File: src/design/skia_pkg.sv
// ============================================================================
// skia_pkg: shared types and constants of the keyed interval accumulator
// Holds the payload structs, outcome codes and table dimensions.
// ============================================================================
`timescale 1ns / 1ps
`default_nettype none
package skia_pkg;

	localparam int NumCpus      = 8;
	localparam int TableEntries = 4096;
	localparam int MaxFrames    = 4;
	localparam int CpuW   = (NumCpus > 1) ? $clog2(NumCpus) : 1;
	localparam int SlotW  = $clog2(TableEntries);
	localparam int CountW = SlotW + 1;
	localparam int FrameW = (MaxFrames > 1) ? $clog2(MaxFrames) : 1;

	localparam logic [2:0] OUT_FIRST   = 3'd0;
	localparam logic [2:0] OUT_EMPTY   = 3'd1;
	localparam logic [2:0] OUT_ACCUM   = 3'd2;
	localparam logic [2:0] OUT_INSERT  = 3'd3;
	localparam logic [2:0] OUT_DROPPED = 3'd4;

	typedef struct packed {
		logic [2:0]  cpu_index;
		logic [63:0] timestamp;
		logic [2:0]  stack_depth;
		logic [63:0] frame_zero;
		logic [63:0] frame_one;
		logic [63:0] frame_two;
		logic [63:0] frame_three;
	} in_item_t;

	typedef struct packed {
		logic [2:0]  outcome;
		logic [63:0] stack_hash;
		logic [63:0] interval;
		logic [63:0] record_total;
		logic [12:0] records_in_use;
		logic [63:0] dropped_count;
	} out_item_t;

	// Commands from the controller to the datapath.
	typedef struct packed {
		logic load;      // capture the input item
		logic mix_step;  // one hash round over the current frame
		logic finish;    // final avalanche of the hash
		logic rd_slot;   // issue a table read at the scan slot
		logic next_slot; // advance the scan slot
		logic hit_upd;   // write the accumulated total
		logic insert;    // write a new record
		logic drop;      // count a dropped event
		logic [2:0] outcome;
		logic emit;      // load the output register
	} cmd_t;

	// Status from the datapath to the controller.
	typedef struct packed {
		logic first;       // no prior event on this cpu
		logic empty;       // stack depth zero
		logic mix_done;    // all frames mixed
		logic scan_end;    // scan slot reached the fill count
		logic key_match;   // read record matches the key
		logic full;        // table full
		logic out_busy;    // output register still holds a result
	} sts_t;

endpackage
`default_nettype wire

File: src/design/skia_ctrl.sv
// ============================================================================
// skia_ctrl: sequencer of the keyed interval accumulator
// Steps events through check, hashing, table scan and update, insert or drop.
// ============================================================================
`timescale 1ns / 1ps
`default_nettype none
module skia_ctrl (
	input  wire logic           clk,
	input  wire logic           arst_n,
	input  wire logic           in_valid,
	output logic                in_ready,
	input  wire skia_pkg::sts_t sts,
	output skia_pkg::cmd_t      cmd
);
	typedef enum logic [8:0] {
		ST_IDLE   = 9'b000000001,
		ST_CHECK  = 9'b000000010,
		ST_MIX    = 9'b000000100,
		ST_FINISH = 9'b000001000,
		ST_SCAN   = 9'b000010000,
		ST_WAIT   = 9'b000100000,
		ST_CMP    = 9'b001000000,
		ST_UPD    = 9'b010000000,
		ST_EMIT   = 9'b100000000
	} state_t;

	state_t state_q, state_d;
	logic [2:0] outc_q, outc_d;

	assign in_ready = (state_q == ST_IDLE);

	always_comb begin
		state_d = state_q;
		outc_d  = outc_q;
		cmd     = '0;
		cmd.outcome = outc_q;
		case (state_q)
			ST_IDLE: begin
				if (in_valid) begin
					cmd.load = 1'b1;
					state_d  = ST_CHECK;
				end
			end
			ST_CHECK: begin
				if (sts.first) begin
					outc_d = skia_pkg::OUT_FIRST; state_d = ST_EMIT;
				end else if (sts.empty) begin
					outc_d = skia_pkg::OUT_EMPTY; state_d = ST_EMIT;
				end else begin
					state_d = ST_MIX;
				end
			end
			ST_MIX: begin
				if (sts.mix_done) state_d = ST_FINISH;
				else cmd.mix_step = 1'b1;
			end
			ST_FINISH: begin
				cmd.finish = 1'b1;
				state_d    = ST_SCAN;
			end
			// Read the next used slot, or decide insert or drop at the end.
			ST_SCAN: begin
				if (sts.scan_end) begin
					if (sts.full) begin
						outc_d = skia_pkg::OUT_DROPPED; cmd.drop = 1'b1;
					end else begin
						outc_d = skia_pkg::OUT_INSERT; cmd.insert = 1'b1;
					end
					state_d = ST_EMIT;
				end else begin
					cmd.rd_slot   = 1'b1;
					cmd.next_slot = 1'b1;
					state_d       = ST_WAIT;
				end
			end
			ST_WAIT: state_d = ST_CMP;
			ST_CMP: begin
				if (sts.key_match) state_d = ST_UPD;
				else state_d = ST_SCAN;
			end
			ST_UPD: begin
				cmd.hit_upd = 1'b1;
				outc_d      = skia_pkg::OUT_ACCUM;
				state_d     = ST_EMIT;
			end
			ST_EMIT: begin
				if (!sts.out_busy) begin
					cmd.emit = 1'b1;
					state_d  = ST_IDLE;
				end
			end
			default: state_d = ST_IDLE;
		endcase
	end

	always_ff @(posedge clk or negedge arst_n) begin
		if (!arst_n) begin
			state_q <= ST_IDLE;
			outc_q  <= skia_pkg::OUT_FIRST;
		end else begin
			state_q <= state_d;
			outc_q  <= outc_d;
		end
	end

endmodule
`default_nettype wire

File: config.mk
export PLATFORM = sky130hd
export DESIGN_NAME = skia_ctrl
export DESIGN_NICKNAME = d
export VERILOG_FILES = /design/src/design/skia_pkg.sv /design/src/design/skia_ctrl.sv
export SDC_FILE = /design/constraint.sdc
export NUM_CORES = 1
export LEC_CHECK = 0
export ABC_AREA = 1
export BUFFER_PORTS_ARGS = -buffer_cell sky130_fd_sc_hd__buf_4
export CELL_PAD_IN_SITES_DETAIL_PLACEMENT = 0
export CELL_PAD_IN_SITES_GLOBAL_PLACEMENT = 2
export CORE_MARGIN = 1
export CORE_UTILIZATION = 29
export CTS_CLUSTER_SIZE = 16
export DETAILED_ROUTE_END_ITERATION = 10
export HOLD_SLACK_MARGIN = 0.03
export PLACE_DENSITY_LB_ADDON = 0.1
export SYNTH_ARGS = -nofsm -noshare
export SYNTH_HDL_FRONTEND = slang
export SYNTH_SLANG_ARGS = --single-unit
export TNS_END_PERCENT = 20
File: constraint.sdc
create_clock -name clk -period 2.6 [get_ports clk]
set_input_delay 0.26 -clock clk [delete_from_list [all_inputs] [get_ports clk]]
set_output_delay 0.26 -clock clk [all_outputs]
set_load 0.02 [all_outputs]
# Yosys cells after proc, flatten, opt, wreduce, memory -nomap -nowiden
# Index checks and enable logic that the tools add are counted.
# totals
regBits	12
inputBits	10
out_inout_bits	13
# op_classes
n_eq_ne	14
n_mux	27
reduce_logical	3
# op_table
cell	count
$pmux W9 S9	1
$mux W9	6
$mux W3	4
$mux W1	10
$eq A9 B1 Y1 const B	1
$eq A9 B2 Y1 const B	1
$eq A9 B3 Y1 const B	1
$eq A9 B4 Y1 const B	1
$eq A9 B5 Y1 const B	1
$eq A9 B6 Y1 const B	1
$eq A9 B7 Y1 const B	1
$eq A9 B8 Y1 const B	1
$eq A9 B9 Y1 const B	1
$pmux W3 S3	1
$mux W2	4
$mux W8	1
$ne A2 B2 Y1 const B	4
$reduce_and A3 Y1	2
$ne A3 B3 Y1 const B	1
$reduce_bool A3 Y1	1

# Longest topological paths before layout
# Gate-level depths: netlist of the first run.
# depth
ltp_word	3
ltp_mapped	9
ltp_nobuf	9

# Least setup slack after synthesis of the first run
# OpenSTA, ideal clock, no wires.
# synth_timing
path_type	register -> output
startpoint	register state_q[5]
endpoint	output port cmd[0] in the netlist's numbering
arrival_time_ps	1326
required_ps	2340
setup_slack_ps	1014
stages_incl_launch_ff	4
n_path_buf	0
path_cell_list	dfrtp_1 -> nor2_4 -> nand2_1 -> nor4_1
# synth_lines
item	line	source
from (decl)	skia_ctrl.sv:27	state_t state_q, state_d;
from (signal assigned)	skia_ctrl.sv:101	state_q <= state_d;
to (decl)	skia_ctrl.sv:13	output skia_pkg::cmd_t cmd

==> impl_results.md, run 1 <==
* Via-to-Cell Ratio at 4.458
* Leak pwr at 0.6393 nW
* Crit path buf inv count at 2
* Final Non-Filler Cells at 179
* DRC Markers at 0
* Clock power share at 18.9%
* Root Driver: clkbuf_4
* Worst Hold Class: in2reg
* Final wirelength at 2.010 mm
* Post-Syn Nets at 132
* Synthesis-to-layout area growth at 29.31%
* Vias in the first global route at 767
* Sw frac at 43.02%
* Post-Route Utilization at 39.18%
* Sink Count at 12
* Reg clk slew, reported paths at 80 ps
* Die area at 0.003074 sq mm
* Max Slew Vio Count at 0
* DP Wirelength at 1.670 mm
* Synth top cells by count: 29 x nand2_1, 23 x inv_1, 22 x nor2_1, 11 x dfrtp_1, 10 x nand3_1
* Cts bufs inserted at 3
* Htree depth at 1
* Post-Syn Area per Cell at 6.789 sq um
* Number of distinct library cells after synthesis at 17
* CP startpoint kind: flip-flop
* Count leader, synth: nand2_1
* CTS Buffer Depth at 2
* Synth Flop Type: dfrtp_1
* Post-synthesis compound-gate area fraction at 1.964%
* Seq cells post-synth at 12
* Crit share post-route at 69.36%
* Xor and xnor area share after synthesis at 0%
* Postcts setup bufs at 0
* N_diodes at 0
* Vias at 798
* Internal power at 0.4580 mW
* Setup TNS at 0 ps
* Total grt overflow at 0
* Mapped Cells at 122
* Final hold viol count at 0
* Type of the worst setup path: reg2out
* Fill cells at 307
* Relative slew slack at 80.50%
* Die Wd at 55.45 um
* Proportion of synthesized area in mux cells at 0%
* Worst skew pair latency at 280 ps
* Clock Skews at 1.287 ps
* CTS tree: built
* Detailed-router iteration count before antenna repair at 5
* Initial DRC count at 14
* Adder-Cell Fraction of Synth Area at 0%
* Post-synth EDFFs at 0
* Syn Std Cell Area at 828.3 sq um
* Net switching power at 0.3458 mW
* Average wire per standard cell at 11.23 um
* Post-route ant nets at 0
* Sequential fraction of the synthesis area at 36.40%
* Min Tclk post-route at 1803 ps
* Worst Path Arrival at 1540 ps
* Slew @ Worst Pin at 289.8 ps
* Status: complete, no violations
* Initial Util at 30.30%
* RSZ-0062 raised after global routing: no
* Area contributors post-synth: dfrtp_1 33%, nand2_1 13%, inv_1 10%
* Largest family of logic cells by synthesized area: simple AND/OR/NAND/NOR gates
* Yosys warnings at 0
* Ys async rst share at 100.0%
* Final nets at 159
* Worst EP required at 2340 ps
* Max Clock Freq at 554.6 MHz
* Std-Cell Core Area at 0.002734 sq mm
* Combinational share of power at 47.9%
* Share of cells above drive strength 1 at 28.38%
* # rows at 19
* I/O Pins at 23
* Sequential Power Share at 33.2%
* Largest net degree at the start of global routing at 13
* Synth Area in Simple Gates at 48.94%
* Total track usage at 14.41%
* Crit-path cells: nand2_1 > nor2_1 > inv_1 > nor3_1 > buf_4
* Total power at 0.8038 mW
* First-pass GRT wire length at 3.401 mm
* Largest stage delay on the critical path at 570 ps
* GPL Wtd Cong at 0.7498
* Initial antenna violation count at 0
* Worst-path fanout max at 3
* Die Ht at 55.45 um
* PwrDens at 750.5 mW/mm^2
* Critical path's top delay family: flip-flops
* Area leader, netlist: dfrtp_1
* Worst setup EP type: output pin
* Input/output buffers at 22
* CTS-repair resized insts at 0
* CP max stage cell: dfstp_2
* Setup-failing EPs final at 0
* Yosys top cell area share at 33.23%
* Peak supply drop at 0.4234 mV
* Placed cells at 174
* Max cap viols at 0
## layout by cell type (no fill, tap or decap), types with 3 or more instances in the layout
cell and n:
buf_4 22, clkbuf_4 3, dfrtp_1 11, inv_1 23
inv_2 3, nand2_1 29, nand2_2 3, nand3_1 10
nand4_1 3, nor2_1 22, nor2_4 6, nor3_1 3
## worst paths after layout
kind | slack (ps) | from | depth (start not counted) | to
min reg2reg | 490 | outc_q[1] | 2 | outc_q[1]
min | 180 | sts[2] | 2 | state_q[4]
min in group asynchronous | 360 | arst_n | 2 | state_q[3]
max in group asynchronous | 2010 | arst_n | 2 | state_q[0]
max reg2reg | 1210 | state_q[2] | 8 | outc_q[0]
max | 800 | state_q[0] | 5 | cmd[11]
## repair_timing
action	CTS	global route
setup endpoints to repair	0	0
endpoints found under the hold margin	12	0
hold buffers	1	0
## power groups by stage
stage	combinational [mW]	sequential, mW	clock, mW
floorplan	0.250	0.282	0
global placement	0.390	0.268	0
detailed placement	0.387	0.269	0
CTS	0.389	0.267	0.157
global route	0.433	0.272	0.165
finish	0.385	0.267	0.152
## cell type report
class | count | area [sq um] | share of cell area [%]
Sequential cell | 12 | 301.5 | 28.15
Clock buffer | 4 | 36.28 | 3.388
Timing Repair Buffer | 23 | 175.2 | 16.36
Multi-Input combinational cell | 83 | 421.7 | 39.37
Tap cell | 31 | 38.79 | 3.621
Inverter | 26 | 97.59 | 9.112
## routing by layer
metal  vias up  track usage (%)  part of all wire, %
met1       360            18.79                   48
met5         -                0                    0
met2        12            23.24                   47
met4         0            5.357                  1.1
met3         4            3.279                  3.7
li1        422                -                    -
## through the flow
step,cell area [sq um],setup slack [ps],hold WS (ps)
finish,1071,796.7,177.8
detailed placement,1025,1109,111.8
CTS,1071,797.5,173.9
global placement,1025,1069,114.3
global route,1071,671.1,206.4
floorplan,828.3,1014,-35.59
## sequential cells by signal (all words and copies together), names as in the netlist
signal and flops:
outc_q 3, state_q 9
## kinds of logic (layout without fill, tap and decap cells)
kind of cell	Yosys count	count (layout)
AOI/OAI and AO/OA	3	3
buffers and inverters	27	53
DFF	12	12
and+or+nand+nor	80	80
Note: power is estimated with default switching activity, not from simulation.
==> run 2: changes to the inputs <==
Settings changed: CORE_UTILIZATION 29 to 26.
Clock period 2.6 ns to 1.9 ns, I/O delays scaled along.
==> impl_results.md, run 2 (synthesis results as in run 1) <==
* Status: complete, no violations
* Worst Hold Class: in2reg
* Fin worst setup slack at 146.4 ps
* Initial Util at 27.36%
* # rows at 20
* GPL Wtd Cong at 0.8266
* DP Wirelength at 1.704 mm
* Worst EP required at 1710 ps
* Root Driver: clkbuf_4
* Pre-CTS setup slack at 439.9 ps
* Worst-path fanout max at 3
* Max cap viols at 0
* Die area at 0.003415 sq mm
* Leak pwr at 0.6393 nW
* DRT met1 WL at 912 um
* Sink Count at 12
* Largest net degree at the start of global routing at 13
* Vias in the first global route at 781
* Initial DRC count at 18
* Min Tclk post-route at 1754 ps
* Final nets at 159
* Worst setup EP type: output pin
* CTS-repair resized insts at 0
* Peak supply drop at 0.4627 mV
* CTS tree: built
* Commonest non-fill, non-tap cell in the layout: nand2_1
* Worst skew pair latency at 270 ps
* Number of flip-flops in the largest register at 9
* Relative slew slack at 79.36%
* Die Ht at 58.44 um
* Max Slew Vio Count at 0
* Total grt overflow at 0
* First-pass GRT wire length at 3.588 mm
* Synthesis-to-layout area growth at 31.27%
* Average wire per standard cell at 10.62 um
* RSZ-0062 raised after global routing: no
* DRC Markers at 0
* Metal2 WL at 1.037 mm
* Initial antenna violation count at 0
* Setup-failing EPs final at 0
* CTS Buffer Depth at 2
* PwrDens at 1009 mW/mm^2
* Die Wd at 58.44 um
* Worst Path Arrival at 1560 ps
* Detailed-router iteration count before antenna repair at 4
* Vias at 800
* Cts bufs inserted at 3
* CTS Hold Bufs at 1
* Final hold viol count at 0
* Clock Skews at 5.272 ps
* Fill cells at 335
* Type of the worst setup path: reg2out
* CP startpoint kind: flip-flop
* Htree depth at 1
* Std-Cell Core Area at 0.003028 sq mm
* Crit share post-route at 92.29%
* Top layer in use: met4
* Share of cells above drive strength 1 at 28.38%
* Post-route ant nets at 0
* Final wirelength at 2.039 mm
* Top reg by flops: state_q
* Setup TNS at 0 ps
* Postcts setup bufs at 0
* N_diodes at 0
* I/O Pins at 23
* Hold WS at 111.3 ps
* Input/output buffers at 22
* Total track usage at 14.19%
* Biggest regs: state_q (9), outc_q (3)
* Commonest non-fill, non-tap cells in the layout: 29 x nand2_1, 23 x inv_1, 22 x nor2_1, 22 x buf_4, 11 x dfrtp_1
* Met3 Routed Length at 69 um
* Slew @ Worst Pin at 306.8 ps
* Reg clk slew, reported paths at 90 ps
* Max Clock Freq at 570.3 MHz
* Via-to-Cell Ratio at 4.167
run 2: final cells by class:
type	count	area [sq um]	area share (%)
multi-input combinational	83	421.7	38.78
sequential	12	301.5	27.73
timing repair buffer	23	175.2	16.11
inverter	26	97.59	8.976
tap	44	55.05	5.063
clock buffer	4	36.28	3.337
run 2: worst paths after layout:
kind / endpoint / slack [ps] / cells after the start / start
worst max-delay path: cmd[11] / 150 / 5 / state_q[0]
worst min-delay path: state_q[4] / 110 / 2 / sts[2]
worst max register to register: outc_q[0] / 500 / 8 / state_q[3]
worst min register to register: outc_q[1] / 480 / 2 / outc_q[1]
max in group asynchronous: state_q[0] / 1370 / 2 / arst_n
min in group asynchronous: outc_q[1] / 290 / 2 / arst_n
run 2: through the flow:
step / util, % / power [mW] / area (sq um) / instances
2_1_floorplan: - / 0.7280 / 828.3 / 122
3_3_place_gp: 34.38 / 0.9037 / 1041 / 187
3_5_place_dp: 34.38 / 0.8991 / 1041 / 187
4_1_cts: 35.91 / 1.118 / 1087 / 192
5_1_grt: 35.91 / 1.194 / 1087 / 192
6_report: 35.91 / 1.097 / 1087 / 192
run 2: worst max-delay path: stages (launching register included):
cell	delay [ps]
dfstp_2	570
nand2_1	60
nor2_1	200
inv_1	100
nor3_1	180
buf_4	180
run 2: power by group:
part | leakage, nW | switching, mW | total, mW | internal, mW
clock network | 0.0210 | 0.0949 | 0.211 | 0.116
logic | 0.457 | 0.328 | 0.524 | 0.196
registers | 0.161 | 0.0473 | 0.362 | 0.314
total | 0.639 | 0.470 | 1.10 | 0.627
run 2: per-layer routing:
layer / vias up / GRT usage [%]
li1: 424 / -
met1: 360 / 18.10
met2: 14 / 23.97
met3: 2 / 1.978
met4: 0 / 6.122
met5: - / 0
==> run 3: changes to the inputs <==
Settings changed: CELL_PAD_IN_SITES_DETAIL_PLACEMENT 0 to unset, CELL_PAD_IN_SITES_GLOBAL_PLACEMENT 2 to unset, CORE_UTILIZATION 26 to 50, PLACE_DENSITY set to 0.77, PLACE_DENSITY_LB_ADDON 0.1 to unset.
==> impl_results.md, run 3 (synthesis results as in run 1) <==
* CTS Hold Bufs at 1
* Share of cells above drive strength 1 at 27.70%
* GPL Wtd Cong at 0.8519
* Worst EP required at 1710 ps
* Postcts setup bufs at 0
* Commonest non-fill, non-tap cells in the layout: 29 x nand2_1, 23 x inv_1, 22 x nor2_1, 22 x buf_4, 11 x dfrtp_1
* Input/output buffers at 22
* Final nets at 159
* Top reg by flops: state_q
* Peak supply drop at 0.7172 mV
* Worst Hold Class: in2reg
* Slew @ Worst Pin at 305.9 ps
* Final wirelength at 1.889 mm
* RSZ-0062 raised after global routing: no
* Initial Util at 54.35%
* Crit path buf inv count at 1
* Worst Path Arrival at 1530 ps
* Worst skew pair latency at 280 ps
* Biggest regs: state_q (9), outc_q (3)
* Final hold viol count at 0
* R2r setup slk at 490 ps
* Htree depth at 1
* Max Slew Vio Count at 0
* Synthesis-to-layout area growth at 25.83%
* Crit share post-route at 90.64%
* Die Ht at 42.70 um
* Total track usage at 23.79%
* DRC Markers at 0
* CTS-repair resized insts at 0
* Number of flip-flops in the largest register at 9
* N_diodes at 0
* Leak pwr at 0.6332 nW
* Setup TNS at 0 ps
* Root Driver: clkbuf_4
* Setup-failing EPs final at 0
* Die Wd at 42.70 um
* CP startpoint kind: flip-flop
* Std-Cell Core Area at 0.001524 sq mm
* Clock Skews at 14.95 ps
* Fin worst setup slack at 177.8 ps
* DP Wirelength at 1.481 mm
* CP max stage cell: dfrtp_1
* Max cap viols at 0
* Worst setup EP type: output pin
* Detailed-router iteration count before antenna repair at 4
* Vias in the first global route at 751
* Largest stage delay on the critical path at 440 ps
* First-pass GRT wire length at 3.091 mm
* Average wire per standard cell at 11.52 um
* Sink Count at 12
* CTS Buffer Depth at 2
* Type of the worst setup path: reg2out
* Initial DRC count at 37
* Critical path's top delay family: simple AND/OR/NAND/NOR gates
* Post-Route Utilization at 68.39%
* Post-route ant nets at 0
* Largest net degree at the start of global routing at 13
* Pre-CTS setup slack at 506.2 ps
* Initial antenna violation count at 0
* Total power at 1.060 mW
* Total grt overflow at 0
* PwrDens at 1017 mW/mm^2
* Worst-path fanout max at 4
* CTS tree: built
* # rows at 14
* Max Clock Freq at 580.7 MHz
* I/O Pins at 23
* Min Tclk post-route at 1722 ps
* Status: complete, no violations
* Crit-path cells: nor2_4 > nand2_1 > nor2_4 > nand2_1 > nor2_1 > buf_4
* Via-to-Cell Ratio at 5.085
* Commonest non-fill, non-tap cell in the layout: nand2_1
* Reg clk slew, reported paths at 90 ps
* Die area at 0.001823 sq mm
* Relative slew slack at 79.42%
* Vias at 834
* Cts bufs inserted at 3
run 3: per-stage QoR:
step           instance area, sq um  hold slack [ps]  cells
2_1_floorplan                 828.3           -105.6    122
3_3_place_gp                   1006            36.40    159
3_5_place_dp                   1006            38.01    159
4_1_cts                        1042            113.1    164
5_1_grt                        1042            128.8    164
6_report                       1042            109.9    164
run 3: where the power goes:
part           switching (mW)  internal (mW)
combinational           0.325          0.196
clock                  0.0927         0.0815
sequential             0.0497          0.315
total                   0.468          0.592
run 3: final timing paths:
kind                             from    endpoint  depth (start not counted)
setup / recovery           state_q[6]      cmd[5]                          6
hold / removal                 sts[2]  state_q[4]                          2
setup reg to reg           state_q[3]   outc_q[0]                          8
max in group asynchronous      arst_n  state_q[0]                          2
hold reg to reg             outc_q[0]   outc_q[0]                          2
min in group asynchronous      arst_n   outc_q[2]                          2
run 3: final cells by class:
class / count / area (sq um)
Fill cell: 131 / 481.7
Multi-Input combinational cell: 83 / 421.7
Sequential cell: 12 / 301.5
Timing Repair Buffer: 23 / 175.2
Inverter: 26 / 97.59
Clock buffer: 4 / 26.28
Tap cell: 16 / 20.02
run 3: per-layer routing:
| metal | vias to the layer above | share of wire, % | track usage, % |
|---|---|---|---|
| met5 | - | 0 | 0 |
| met4 | 0 | 2.6 | 15.00 |
| met3 | 7 | 5.9 | 2.553 |
| met2 | 35 | 49 | 38.79 |
| met1 | 370 | 43 | 29.75 |
| li1 | 422 | - | - |
